$ cat config.mk
export PLATFORM = sky130hd
export DESIGN_NAME = midi_pattern_step_sequencer_unit
export DESIGN_NICKNAME = d
export VERILOG_FILES = /design/src/hdl/msq_pkg.sv /design/src/hdl/msq_ram.sv /design/src/hdl/msq_note_eval.sv /design/src/hdl/midi_pattern_step_sequencer_unit.sv
export SDC_FILE = /design/constraint.sdc
export NUM_CORES = 2
export LEC_CHECK = 0
export ABC_CLOCK_PERIOD_IN_PS = 7200
export BUFFER_PORTS_ARGS = -buffer_cell sky130_fd_sc_hd__clkbuf_2
export CORE_ASPECT_RATIO = 0.8
export CORE_UTILIZATION = 35
export CTS_CLUSTER_SIZE = 24
export DETAILED_ROUTE_END_ITERATION = 10
export GPL_TIMING_DRIVEN = 1
export RECOVER_POWER = 50
export SYNTH_ARGS = -nofsm -noshare
export SYNTH_HDL_FRONTEND = slang
export SYNTH_SLANG_ARGS = --single-unit
$ cat constraint.sdc
create_clock -name clk_i -period 7.2 [get_ports clk_i]
set_input_delay 0.36 -clock clk_i [delete_from_list [all_inputs] [get_ports clk_i]]
set_output_delay 0.36 -clock clk_i [all_outputs]
set_load 0.005 [all_outputs]
$ cat src/hdl/msq_pkg.sv
// shared types and constants of the midi pattern step sequencer
`default_nettype none

package msq_pkg;

  // pattern and slot counts, tied to the widths of the index fields
  localparam int unsigned PATTERNS = 2;
  localparam int unsigned NOTES    = 5;

  localparam int unsigned FpbW   = 20;
  localparam int unsigned PosW   = 32;
  localparam int unsigned BeatsW = 7;
  localparam int unsigned PitchW = 7;
  localparam int unsigned SixW   = 10;
  localparam int unsigned FrameW = 16;

  // a count of sixteenths times frames per beat, before the divide by sixteen
  localparam int unsigned ProdW  = SixW + FpbW;
  localparam int unsigned FrmW   = ProdW - 4;
  localparam int unsigned LoopW  = BeatsW + FpbW;

  typedef enum logic [1:0] {
    CMD_TICK    = 2'd0,
    CMD_NOTE    = 2'd1,
    CMD_PATTERN = 2'd2
  } cmd_e;

  localparam logic CFG_FPB  = 1'b0;
  localparam logic CFG_PLAY = 1'b1;

  localparam logic [FpbW-1:0]   FPB_RESET  = 20'd24000;
  localparam logic [7:0]        STATUS_ON  = 8'h90;
  localparam logic [7:0]        STATUS_OFF = 8'h80;
  localparam logic [6:0]        VEL_ON     = 7'd100;
  localparam logic [6:0]        VEL_OFF    = 7'd0;
  localparam logic [PitchW-1:0] PITCH_MAX  = 7'd127;

  typedef struct packed {
    logic [1:0]        command;
    logic [FrameW-1:0] frame_offset;
    logic              pattern_index;
    logic [2:0]        note_index;
    logic [SixW-1:0]   start_sixteenths;
    logic [SixW-1:0]   length_sixteenths;
    logic [PitchW-1:0] pitch_offset;
    logic [BeatsW-1:0] length_beats;
    logic [PitchW-1:0] base_pitch;
    logic              active;
  } item_t;

  typedef struct packed {
    logic [FrameW-1:0] event_frame;
    logic [7:0]        status_byte;
    logic [6:0]        note_number;
    logic [6:0]        note_velocity;
    logic              source_pattern;
    logic [2:0]        source_slot;
    logic              last_event;
  } result_t;

  typedef struct packed {
    logic [SixW-1:0]   start_sixteenths;
    logic [SixW-1:0]   length_sixteenths;
    logic [PitchW-1:0] pitch;
  } slot_word_t;

  typedef struct packed {
    logic [PosW-1:0]   pos;
    logic [BeatsW-1:0] loop_beats;
    logic [PitchW-1:0] base;
    logic              on;
  } pat_fix_t;

  // decision of the note evaluation pipe for the slot in its last stage
  typedef struct packed {
    logic              vld;
    logic              note_on;
    logic              note_stop;
    logic [PitchW-1:0] pitch;
    logic              pipe_busy;
  } eval_t;

endpackage

`default_nettype wire

$ cat src/hdl/msq_ram.sv
// generic simple dual port ram with registered read
`default_nettype none

module msq_ram #(
  parameter int unsigned Width = 8,
  parameter int unsigned Depth = 16,
  localparam int unsigned AW = (Depth > 1) ? $clog2(Depth) : 1
) (
  input  wire logic             clk_i,
  input  wire logic             we_i,
  input  wire logic [AW-1:0]    waddr_i,
  input  wire logic [Width-1:0] wdata_i,
  input  wire logic [AW-1:0]    raddr_i,
  output logic      [Width-1:0] rdata_o
);

  logic [Width-1:0] mem_q [Depth];

  always_ff @(posedge clk_i) begin
    if (we_i) begin
      mem_q[waddr_i] <= wdata_i;
    end
    rdata_o <= mem_q[raddr_i];
  end

endmodule

`default_nettype wire

$ cat src/hdl/msq_note_eval.sv
// note evaluation pipe: frame scaling, note end, on and off decision
`default_nettype none

module msq_note_eval import msq_pkg::*; #(
  localparam int unsigned NW = (NOTES > 1) ? $clog2(NOTES) : 1
) (
  input  wire logic            clk_i,
  input  wire logic            rst_ni,
  input  wire logic            rd_vld_i,
  input  wire logic [NW-1:0]   rd_slot_i,
  input  wire slot_word_t      slot_word_i,
  input  wire logic [FpbW-1:0] fpb_i,
  input  wire logic [PitchW-1:0] base_i,
  input  wire logic [PosW-1:0] pos_i,
  input  wire logic [NOTES-1:0] snd_i,
  output eval_t                eval_o,
  output logic      [NW-1:0]   slot_o
);

  logic              v2_q, v3_q;
  logic [NW-1:0]     n2_q, n3_q;
  logic [ProdW-1:0]  ps_q, pl_q;
  logic [PitchW:0]   psum_q;
  logic [FrmW-1:0]   ns_q;
  logic [PosW-1:0]   ne_q, nem1_q;
  logic [PitchW-1:0] pitch_q;

  logic [ProdW-1:0]  ps_d, pl_d;
  logic [PosW-1:0]   ne_d;
  logic              snd, in_range;

  assign ps_d = ProdW'(slot_word_i.start_sixteenths) * ProdW'(fpb_i);
  assign pl_d = ProdW'(slot_word_i.length_sixteenths) * ProdW'(fpb_i);
  assign ne_d = PosW'(ps_q[ProdW-1:4]) + PosW'(pl_q[ProdW-1:4]);

  always_ff @(posedge clk_i or negedge rst_ni) begin
    if (!rst_ni) begin
      v2_q <= 1'b0;
      v3_q <= 1'b0;
    end else begin
      v2_q <= rd_vld_i;
      v3_q <= v2_q;
    end
  end

  always_ff @(posedge clk_i) begin
    n2_q   <= rd_slot_i;
    ps_q   <= ps_d;
    pl_q   <= pl_d;
    psum_q <= {1'b0, base_i} + {1'b0, slot_word_i.pitch};
    n3_q   <= n2_q;
    ns_q   <= ps_q[ProdW-1:4];
    ne_q   <= ne_d;
    nem1_q <= ne_d - PosW'(1);
    pitch_q <= psum_q[PitchW] ? PITCH_MAX : psum_q[PitchW-1:0];
  end

  assign snd      = snd_i[n3_q];
  assign in_range = (pos_i >= PosW'(ns_q)) && (pos_i < ne_q);

  assign eval_o.vld       = v3_q;
  assign eval_o.note_on   = v3_q && !snd && in_range;
  assign eval_o.note_stop = v3_q && snd && (pos_i == nem1_q);
  assign eval_o.pitch     = pitch_q;
  assign eval_o.pipe_busy = v2_q || v3_q;
  assign slot_o           = n3_q;

endmodule

`default_nettype wire

$ cat src/hdl/midi_pattern_step_sequencer_unit.sv
// looping midi pattern step sequencer, top level
// writes take effect at the accept edge; busy stays low for them and for a tick while stopped
// a tick keeps busy high while each pattern is read; an active pattern has its slot memory
// walked one slot a cycle through a 3-stage pipe and is written back; a done state ends it
// words come one per strobe; the final one shows in the first cycle with busy low
// after reset a clearing pass over both memories keeps busy high
`default_nettype none

module midi_pattern_step_sequencer_unit import msq_pkg::*; (
  input  wire logic            clk_i,
  input  wire logic            rst_ni,
  input  wire logic            start,
  output logic                 busy,
  input  wire item_t           item_i,
  output logic                 result_valid_o,
  output result_t              result_o,
  input  wire logic            cfg_we_i,
  input  wire logic            cfg_addr_i,
  input  wire logic [FpbW-1:0] cfg_wdata_i
);

  localparam int unsigned SLOTS = PATTERNS * NOTES;
  localparam int unsigned SW    = (SLOTS > 1) ? $clog2(SLOTS) : 1;
  localparam int unsigned PW    = (PATTERNS > 1) ? $clog2(PATTERNS) : 1;
  localparam int unsigned NW    = (NOTES > 1) ? $clog2(NOTES) : 1;
  localparam int unsigned NCW   = $clog2(NOTES + 1);
  localparam int unsigned FIXW  = $bits(pat_fix_t);
  localparam int unsigned PWW   = FIXW + NOTES;
  localparam int unsigned SLW   = $bits(slot_word_t);

  localparam logic [2:0] ST_CLEAR = 3'd0;
  localparam logic [2:0] ST_IDLE  = 3'd1;
  localparam logic [2:0] ST_PREAD = 3'd2;
  localparam logic [2:0] ST_PLOAD = 3'd3;
  localparam logic [2:0] ST_WALK  = 3'd4;
  localparam logic [2:0] ST_WBACK = 3'd5;
  localparam logic [2:0] ST_DONE  = 3'd6;

  logic [2:0]        state_q, state_d;
  logic [SW-1:0]     clr_q, clr_d;
  logic [PW-1:0]     pat_q, pat_d;
  logic [SW-1:0]     base_q, base_d;
  logic [NCW-1:0]    iss_q, iss_d;
  logic              v1_q, v1_d;
  logic [NW-1:0]     n1_q, n1_d;
  logic [FrameW-1:0] frame_q, frame_d;
  logic [FpbW-1:0]   fpb_q;
  logic              play_q;
  logic [PosW-1:0]   pos_q, pos_d;
  logic [LoopW-1:0]  loop_end_q, loop_end_d;
  logic [BeatsW-1:0] ploop_q, ploop_d;
  logic [PitchW-1:0] pbase_q, pbase_d;
  logic [NOTES-1:0]  snd_q, snd_d;
  logic              pend_q, pend_d;
  result_t           pend_res_q, pend_res_d;
  result_t           res_q, res_d;
  logic              res_vld_q, res_vld_d;

  logic              accept;
  logic              pat_we, slot_we;
  logic [PW-1:0]     pat_waddr;
  logic [PWW-1:0]    pat_wdata, pat_rdata;
  logic [SW-1:0]     slot_waddr, slot_raddr;
  logic [SLW-1:0]    slot_wdata, slot_rdata;
  pat_fix_t          pat_rd, pat_wr;
  slot_word_t        slot_wr;
  eval_t             eval;
  logic [NW-1:0]     eval_slot;
  logic [PosW-1:0]   pos_inc;
  logic              pat_last;
  logic              pat_ok, note_ok;
  result_t           new_res;

  assign busy   = (state_q != ST_IDLE);
  assign accept = start && !busy;
  assign pat_rd = pat_fix_t'(pat_rdata[PWW-1 -: FIXW]);
  assign pat_last = (pat_q == PW'(PATTERNS - 1));
  assign pat_ok  = (32'(item_i.pattern_index) < PATTERNS);
  assign note_ok = pat_ok && (32'(item_i.note_index) < NOTES);
  assign pos_inc = pos_q + PosW'(1);
  assign slot_raddr = base_q + SW'(iss_q);

  msq_ram #(.Width(PWW), .Depth(PATTERNS)) u_pat_ram (
    .clk_i   (clk_i),
    .we_i    (pat_we),
    .waddr_i (pat_waddr),
    .wdata_i (pat_wdata),
    .raddr_i (pat_q),
    .rdata_o (pat_rdata)
  );

  msq_ram #(.Width(SLW), .Depth(SLOTS)) u_slot_ram (
    .clk_i   (clk_i),
    .we_i    (slot_we),
    .waddr_i (slot_waddr),
    .wdata_i (slot_wdata),
    .raddr_i (slot_raddr),
    .rdata_o (slot_rdata)
  );

  msq_note_eval u_eval (
    .clk_i       (clk_i),
    .rst_ni      (rst_ni),
    .rd_vld_i    (v1_q),
    .rd_slot_i   (n1_q),
    .slot_word_i (slot_word_t'(slot_rdata)),
    .fpb_i       (fpb_q),
    .base_i      (pbase_q),
    .pos_i       (pos_q),
    .snd_i       (snd_q),
    .eval_o      (eval),
    .slot_o      (eval_slot)
  );

  // memory write ports: clearing pass, write commands, pattern write-back
  always_comb begin
    pat_we     = 1'b0;
    pat_waddr  = pat_q;
    pat_wr     = '0;
    pat_wdata  = '0;
    slot_we    = 1'b0;
    slot_waddr = clr_q;
    slot_wr    = '0;
    slot_wdata = '0;
    priority if (state_q == ST_CLEAR) begin
      pat_we    = (32'(clr_q) < PATTERNS);
      pat_waddr = PW'(clr_q);
      slot_we   = 1'b1;
    end else if (state_q == ST_WBACK) begin
      pat_we         = 1'b1;
      pat_wr.pos     = (pos_inc == PosW'(loop_end_q)) ? '0 : pos_inc;
      pat_wr.loop_beats = ploop_q;
      pat_wr.base    = pbase_q;
      pat_wr.on      = 1'b1;
      pat_wdata      = {pat_wr, snd_q};
    end else if (accept && item_i.command == CMD_PATTERN) begin
      pat_we            = pat_ok;
      pat_waddr         = PW'(item_i.pattern_index);
      pat_wr.loop_beats = item_i.length_beats;
      pat_wr.base       = item_i.base_pitch;
      pat_wr.on         = item_i.active;
      pat_wdata         = {pat_wr, {NOTES{1'b0}}};
    end else if (accept && item_i.command == CMD_NOTE) begin
      slot_we    = note_ok;
      slot_waddr = SW'(32'(item_i.pattern_index) * NOTES + 32'(item_i.note_index));
      slot_wr.start_sixteenths  = item_i.start_sixteenths;
      slot_wr.length_sixteenths = item_i.length_sixteenths;
      slot_wr.pitch             = item_i.pitch_offset;
      slot_wdata = slot_wr;
    end
  end

  always_comb begin
    new_res                = '0;
    new_res.event_frame    = frame_q;
    new_res.status_byte    = eval.note_on ? STATUS_ON : STATUS_OFF;
    new_res.note_number    = eval.pitch;
    new_res.note_velocity  = eval.note_on ? VEL_ON : VEL_OFF;
    new_res.source_pattern = 1'(pat_q);
    new_res.source_slot    = 3'(eval_slot);
  end

  always_comb begin
    state_d    = state_q;
    clr_d      = clr_q;
    pat_d      = pat_q;
    base_d     = base_q;
    iss_d      = iss_q;
    v1_d       = 1'b0;
    n1_d       = n1_q;
    frame_d    = frame_q;
    pos_d      = pos_q;
    loop_end_d = loop_end_q;
    ploop_d    = ploop_q;
    pbase_d    = pbase_q;
    snd_d      = snd_q;
    pend_d     = pend_q;
    pend_res_d = pend_res_q;
    res_d      = res_q;
    res_vld_d  = 1'b0;

    // keep one event back so the final one of a tick can be flagged
    if (eval.note_on || eval.note_stop) begin
      snd_d[eval_slot] = eval.note_on;
      if (pend_q) begin
        res_d     = pend_res_q;
        res_vld_d = 1'b1;
      end
      pend_d     = 1'b1;
      pend_res_d = new_res;
    end

    unique case (state_q)
      ST_CLEAR: begin
        clr_d = clr_q + SW'(1);
        if (clr_q == SW'(SLOTS - 1)) begin
          state_d = ST_IDLE;
        end
      end
      ST_IDLE: begin
        if (accept && item_i.command == CMD_TICK && play_q) begin
          frame_d = item_i.frame_offset;
          pat_d   = '0;
          base_d  = '0;
          state_d = ST_PREAD;
        end
      end
      ST_PREAD: begin
        state_d = ST_PLOAD;
      end
      ST_PLOAD: begin
        if (pat_rd.on) begin
          pos_d      = pat_rd.pos;
          ploop_d    = pat_rd.loop_beats;
          pbase_d    = pat_rd.base;
          snd_d      = pat_rdata[NOTES-1:0];
          loop_end_d = LoopW'(pat_rd.loop_beats) * LoopW'(fpb_q);
          iss_d      = '0;
          state_d    = ST_WALK;
        end else if (pat_last) begin
          state_d = ST_DONE;
        end else begin
          pat_d   = pat_q + PW'(1);
          base_d  = base_q + SW'(NOTES);
          state_d = ST_PREAD;
        end
      end
      ST_WALK: begin
        if (iss_q != NCW'(NOTES)) begin
          v1_d  = 1'b1;
          n1_d  = iss_q[NW-1:0];
          iss_d = iss_q + NCW'(1);
        end else if (!v1_q && !eval.pipe_busy) begin
          state_d = ST_WBACK;
        end
      end
      ST_WBACK: begin
        if (pat_last) begin
          state_d = ST_DONE;
        end else begin
          pat_d   = pat_q + PW'(1);
          base_d  = base_q + SW'(NOTES);
          state_d = ST_PREAD;
        end
      end
      ST_DONE: begin
        if (pend_q) begin
          res_d            = pend_res_q;
          res_d.last_event = 1'b1;
          res_vld_d        = 1'b1;
          pend_d           = 1'b0;
        end
        state_d = ST_IDLE;
      end
      default: begin
        state_d = ST_CLEAR;
      end
    endcase
  end

  always_ff @(posedge clk_i or negedge rst_ni) begin
    if (!rst_ni) begin
      state_q   <= ST_CLEAR;
      clr_q     <= '0;
      pat_q     <= '0;
      base_q    <= '0;
      iss_q     <= '0;
      v1_q      <= 1'b0;
      pend_q    <= 1'b0;
      res_vld_q <= 1'b0;
      fpb_q     <= FPB_RESET;
      play_q    <= 1'b0;
    end else begin
      state_q   <= state_d;
      clr_q     <= clr_d;
      pat_q     <= pat_d;
      base_q    <= base_d;
      iss_q     <= iss_d;
      v1_q      <= v1_d;
      pend_q    <= pend_d;
      res_vld_q <= res_vld_d;
      if (cfg_we_i) begin
        unique case (cfg_addr_i)
          CFG_FPB:  fpb_q  <= cfg_wdata_i;
          CFG_PLAY: play_q <= cfg_wdata_i[0];
        endcase
      end
    end
  end

  always_ff @(posedge clk_i) begin
    n1_q       <= n1_d;
    frame_q    <= frame_d;
    pos_q      <= pos_d;
    loop_end_q <= loop_end_d;
    ploop_q    <= ploop_d;
    pbase_q    <= pbase_d;
    snd_q      <= snd_d;
    pend_res_q <= pend_res_d;
    res_q      <= res_d;
  end

  assign result_valid_o = res_vld_q;
  assign result_o       = res_q;

endmodule

`default_nettype wire

==> metrics <==
outcome=complete, but fails checks; failing checks=max-capacitance violations, max-slew violations; most common cell after layout, fill and taps aside=edfxtp_1; Cells after Synth=4,050; most frequent cells in the layout=edfxtp_1, inv_1, nand2_1; register area share after synthesis=45.70%; DRC=0; vias in the first global route=30,360; RD Place Congestion=0.8474; Vias=29,590; largest fanout on the critical path=28; worst skew pair latency=0.67 ns; Antenna Cells=0; hold path depth=2; mapped cell area=48,150 µm²; post-synth top area cell=edfxtp_1; Slew HR=-142.2%; RSZ-0062 raised after global routing=no; r2r startpoint=fpb_q[4]; final core utilization=39.68%; first-pass GRT wire length=176,500 µm; Worst Max-Slew Pin Slew=3.634 ns; fmax=0.1576 GHz; max cap viols=3; Inserted Clock Buffers=82; WL final=112,300 µm; clock slew at reported path FFs=0.07 ns; vias per inst=4.902; dpl hpwl=78,730 µm; die width=416.7 µm; CP Cell Sequence=and2_1, fa_1, fa_1, fa_1, fa_1, inv_1, fa_1, inv_1, ha_1, a21oi_1, o22ai_1, o21ai_0, nand4b_1, a31oi_1, buf_4, a21oi_1, o211ai_1, o22ai_1, o41ai_1, xnor2_1; H-tree levels=3; overall die height=333.8 µm; clock skew=0.02821 ns; core outline area=136,300 µm²; Syn Nets=4,782; Global Route Usage Sum=16.25%; final setup violation count=0; Routed Antenna Nets=0; Critical Path Source Type=register; Ports=134; Netlist cell types=78; largest buffer count on any clock path=3; reg2reg end=u_eval.ps_q[29]; asr flop ratio synth=5.000%; fin nets=4,919; Synth area leaders=edfxtp_1, fa_1, dfxtp_1; worst r2r path cells=20; register bit count reported by yosys=820; Worst R2R Setup Slack=0.86 ns; Synth top area share=33.49%; layout cells sized above 1=11.03%; cell mode on critical path=fa_1; number of port buffers=133; Core Rows=121; fillers=12,940; Data arrival, critical path=6.88 ns; Synth-to-Final Area Change=12.27%; critical path type=register to register; crit end category=register; delay-heaviest family, CP=adder cells; clock sink count=820; Avg Inst Size Synth=11.89 µm²; Final Hold Fails=0; number of synthesized flops with an enable pin=537; initial DRC count=1,792; total gr overflow=0; Clock Root Buffer=clkbuf_16; Buf/Inv on CP=3; die area=139,100 µm²; pin count of the biggest net entering global routing=58; worst path required time=7.73 ns; period utilization=88.12%; Hold Path Class=primary input to register; drt first pass iters=6; dominant synthesized flop cell=edfxtp_1; Hold Path Origin=item_i[7]; Fin Hold WS=0.04862 ns; Synth Warn #=0; Slew Viols, Final=141; setup TNS=0 ns; critical path's largest stage delay=1.07 ns; starting density of the core=35.34%; hold-critical path endpoint=u_pat_ram.mem_q[0][12]; CTS tree=built; post-DR wirelength/cell=18.61 µm; CP max-delay cell=dfrtp_1; minimum clock period=6.345 ns; antenna violations before repair=6
## flip-flops by register name, summed over array words and instances, names as in the netlist, 20 cells and up, named ones only
name and count:
u_eval.ps_q 26, u_pat_ram.rdata_o 52, u_slot_ram.rdata_o 27, u_eval.ns_q 26, fpb_q 20, u_slot_ram.mem_q 270
u_eval.pl_q 26, pos_q 32, u_eval.ne_q 27, u_pat_ram.mem_q 104, loop_end_q 27, pend_res_q 28
u_eval.nem1_q 32
## Yosys cell counts, types with 54 or more instances
cell type    n
xor2_1      81
ha_1       269
xnor2_1    136
clkbuf_1   180
edfxtp_1   537
mux4_2      54
mux2_2      76
nor2_1     127
fa_1       374
nand2_1    388
inv_1      490
and2_1     230
dfxtp_1    242
o21ai_0     61
a21oi_1    162
mux2i_1     61
## worst reg2reg max path, delay by kind of cell, from the launching register on
family	cells	cell delay (ns)
buffers and inverters	3	0.24
DFF	1	1.07
xor gates and xnor gates	1	0.14
adders and majority gates	6	2.73
and+or+nand+nor	2	0.42
AOI/OAI and AO/OA	8	1.60
## metrics by stage
stage	cells	worst slack [ns]	area, µm²
3_3_place_gp	5843	0.9862	50940
5_1_grt	6036	0.3748	54060
3_5_place_dp	5843	0.8477	50940
4_1_cts	6036	0.8460	54180
2_1_floorplan	4050	1.210	48150
6_report	6036	0.8554	54060
## worst max-delay path by stage
stage,from,to,cells after the start
2_1_floorplan,fpb_q[7],u_eval.ps_q[29],24
3_3_place_gp,fpb_q[4],u_eval.pl_q[29],18
3_5_place_dp,fpb_q[4],u_eval.ps_q[29],21
4_1_cts,fpb_q[4],u_eval.ps_q[29],21
5_1_grt,fpb_q[4],u_eval.ps_q[29],21
6_report,fpb_q[4],u_eval.ps_q[29],20
## timing repair
action,in CTS,in global routing
setup endpoints to repair,0,0
resized for setup,0,0
setup buffers,0,0
hold endpoints to repair,79,0
hold buffers,43,0
## area by class of cell
class | instances | area [µm²] | area share, %
multi-input cells | 2544 | 23620 | 43.69
flip-flops and latches | 820 | 22010 | 40.71
clock buffers | 106 | 2364 | 4.372
well taps | 1783 | 2231 | 4.126
inverters | 490 | 1841 | 3.404
repair buffers | 249 | 1555 | 2.877
clock inverters | 44 | 444.2 | 0.8216
## layer usage
layer,routed length [µm],GRT usage (%)
met1,54400,23.86
met2,49520,24.92
met3,6372,2.934
met4,2030,3.497
met5,0,0
## cells by family after synthesis
logic type | count (synthesis) | synth area share [%]
AOI/OAI and AO/OA | 435 | 5.724
DFF | 820 | 45.70
and+or+nand+nor | 1058 | 11.13
muxes | 191 | 5.571
xor gates and xnor gates | 217 | 3.947
adders and majority gates | 643 | 22.54
buffers and inverters | 686 | 5.391
Power is left out: the tool's default activity adds up to more than one toggle a clock period on the data nets, which glitch-free logic cannot reach.
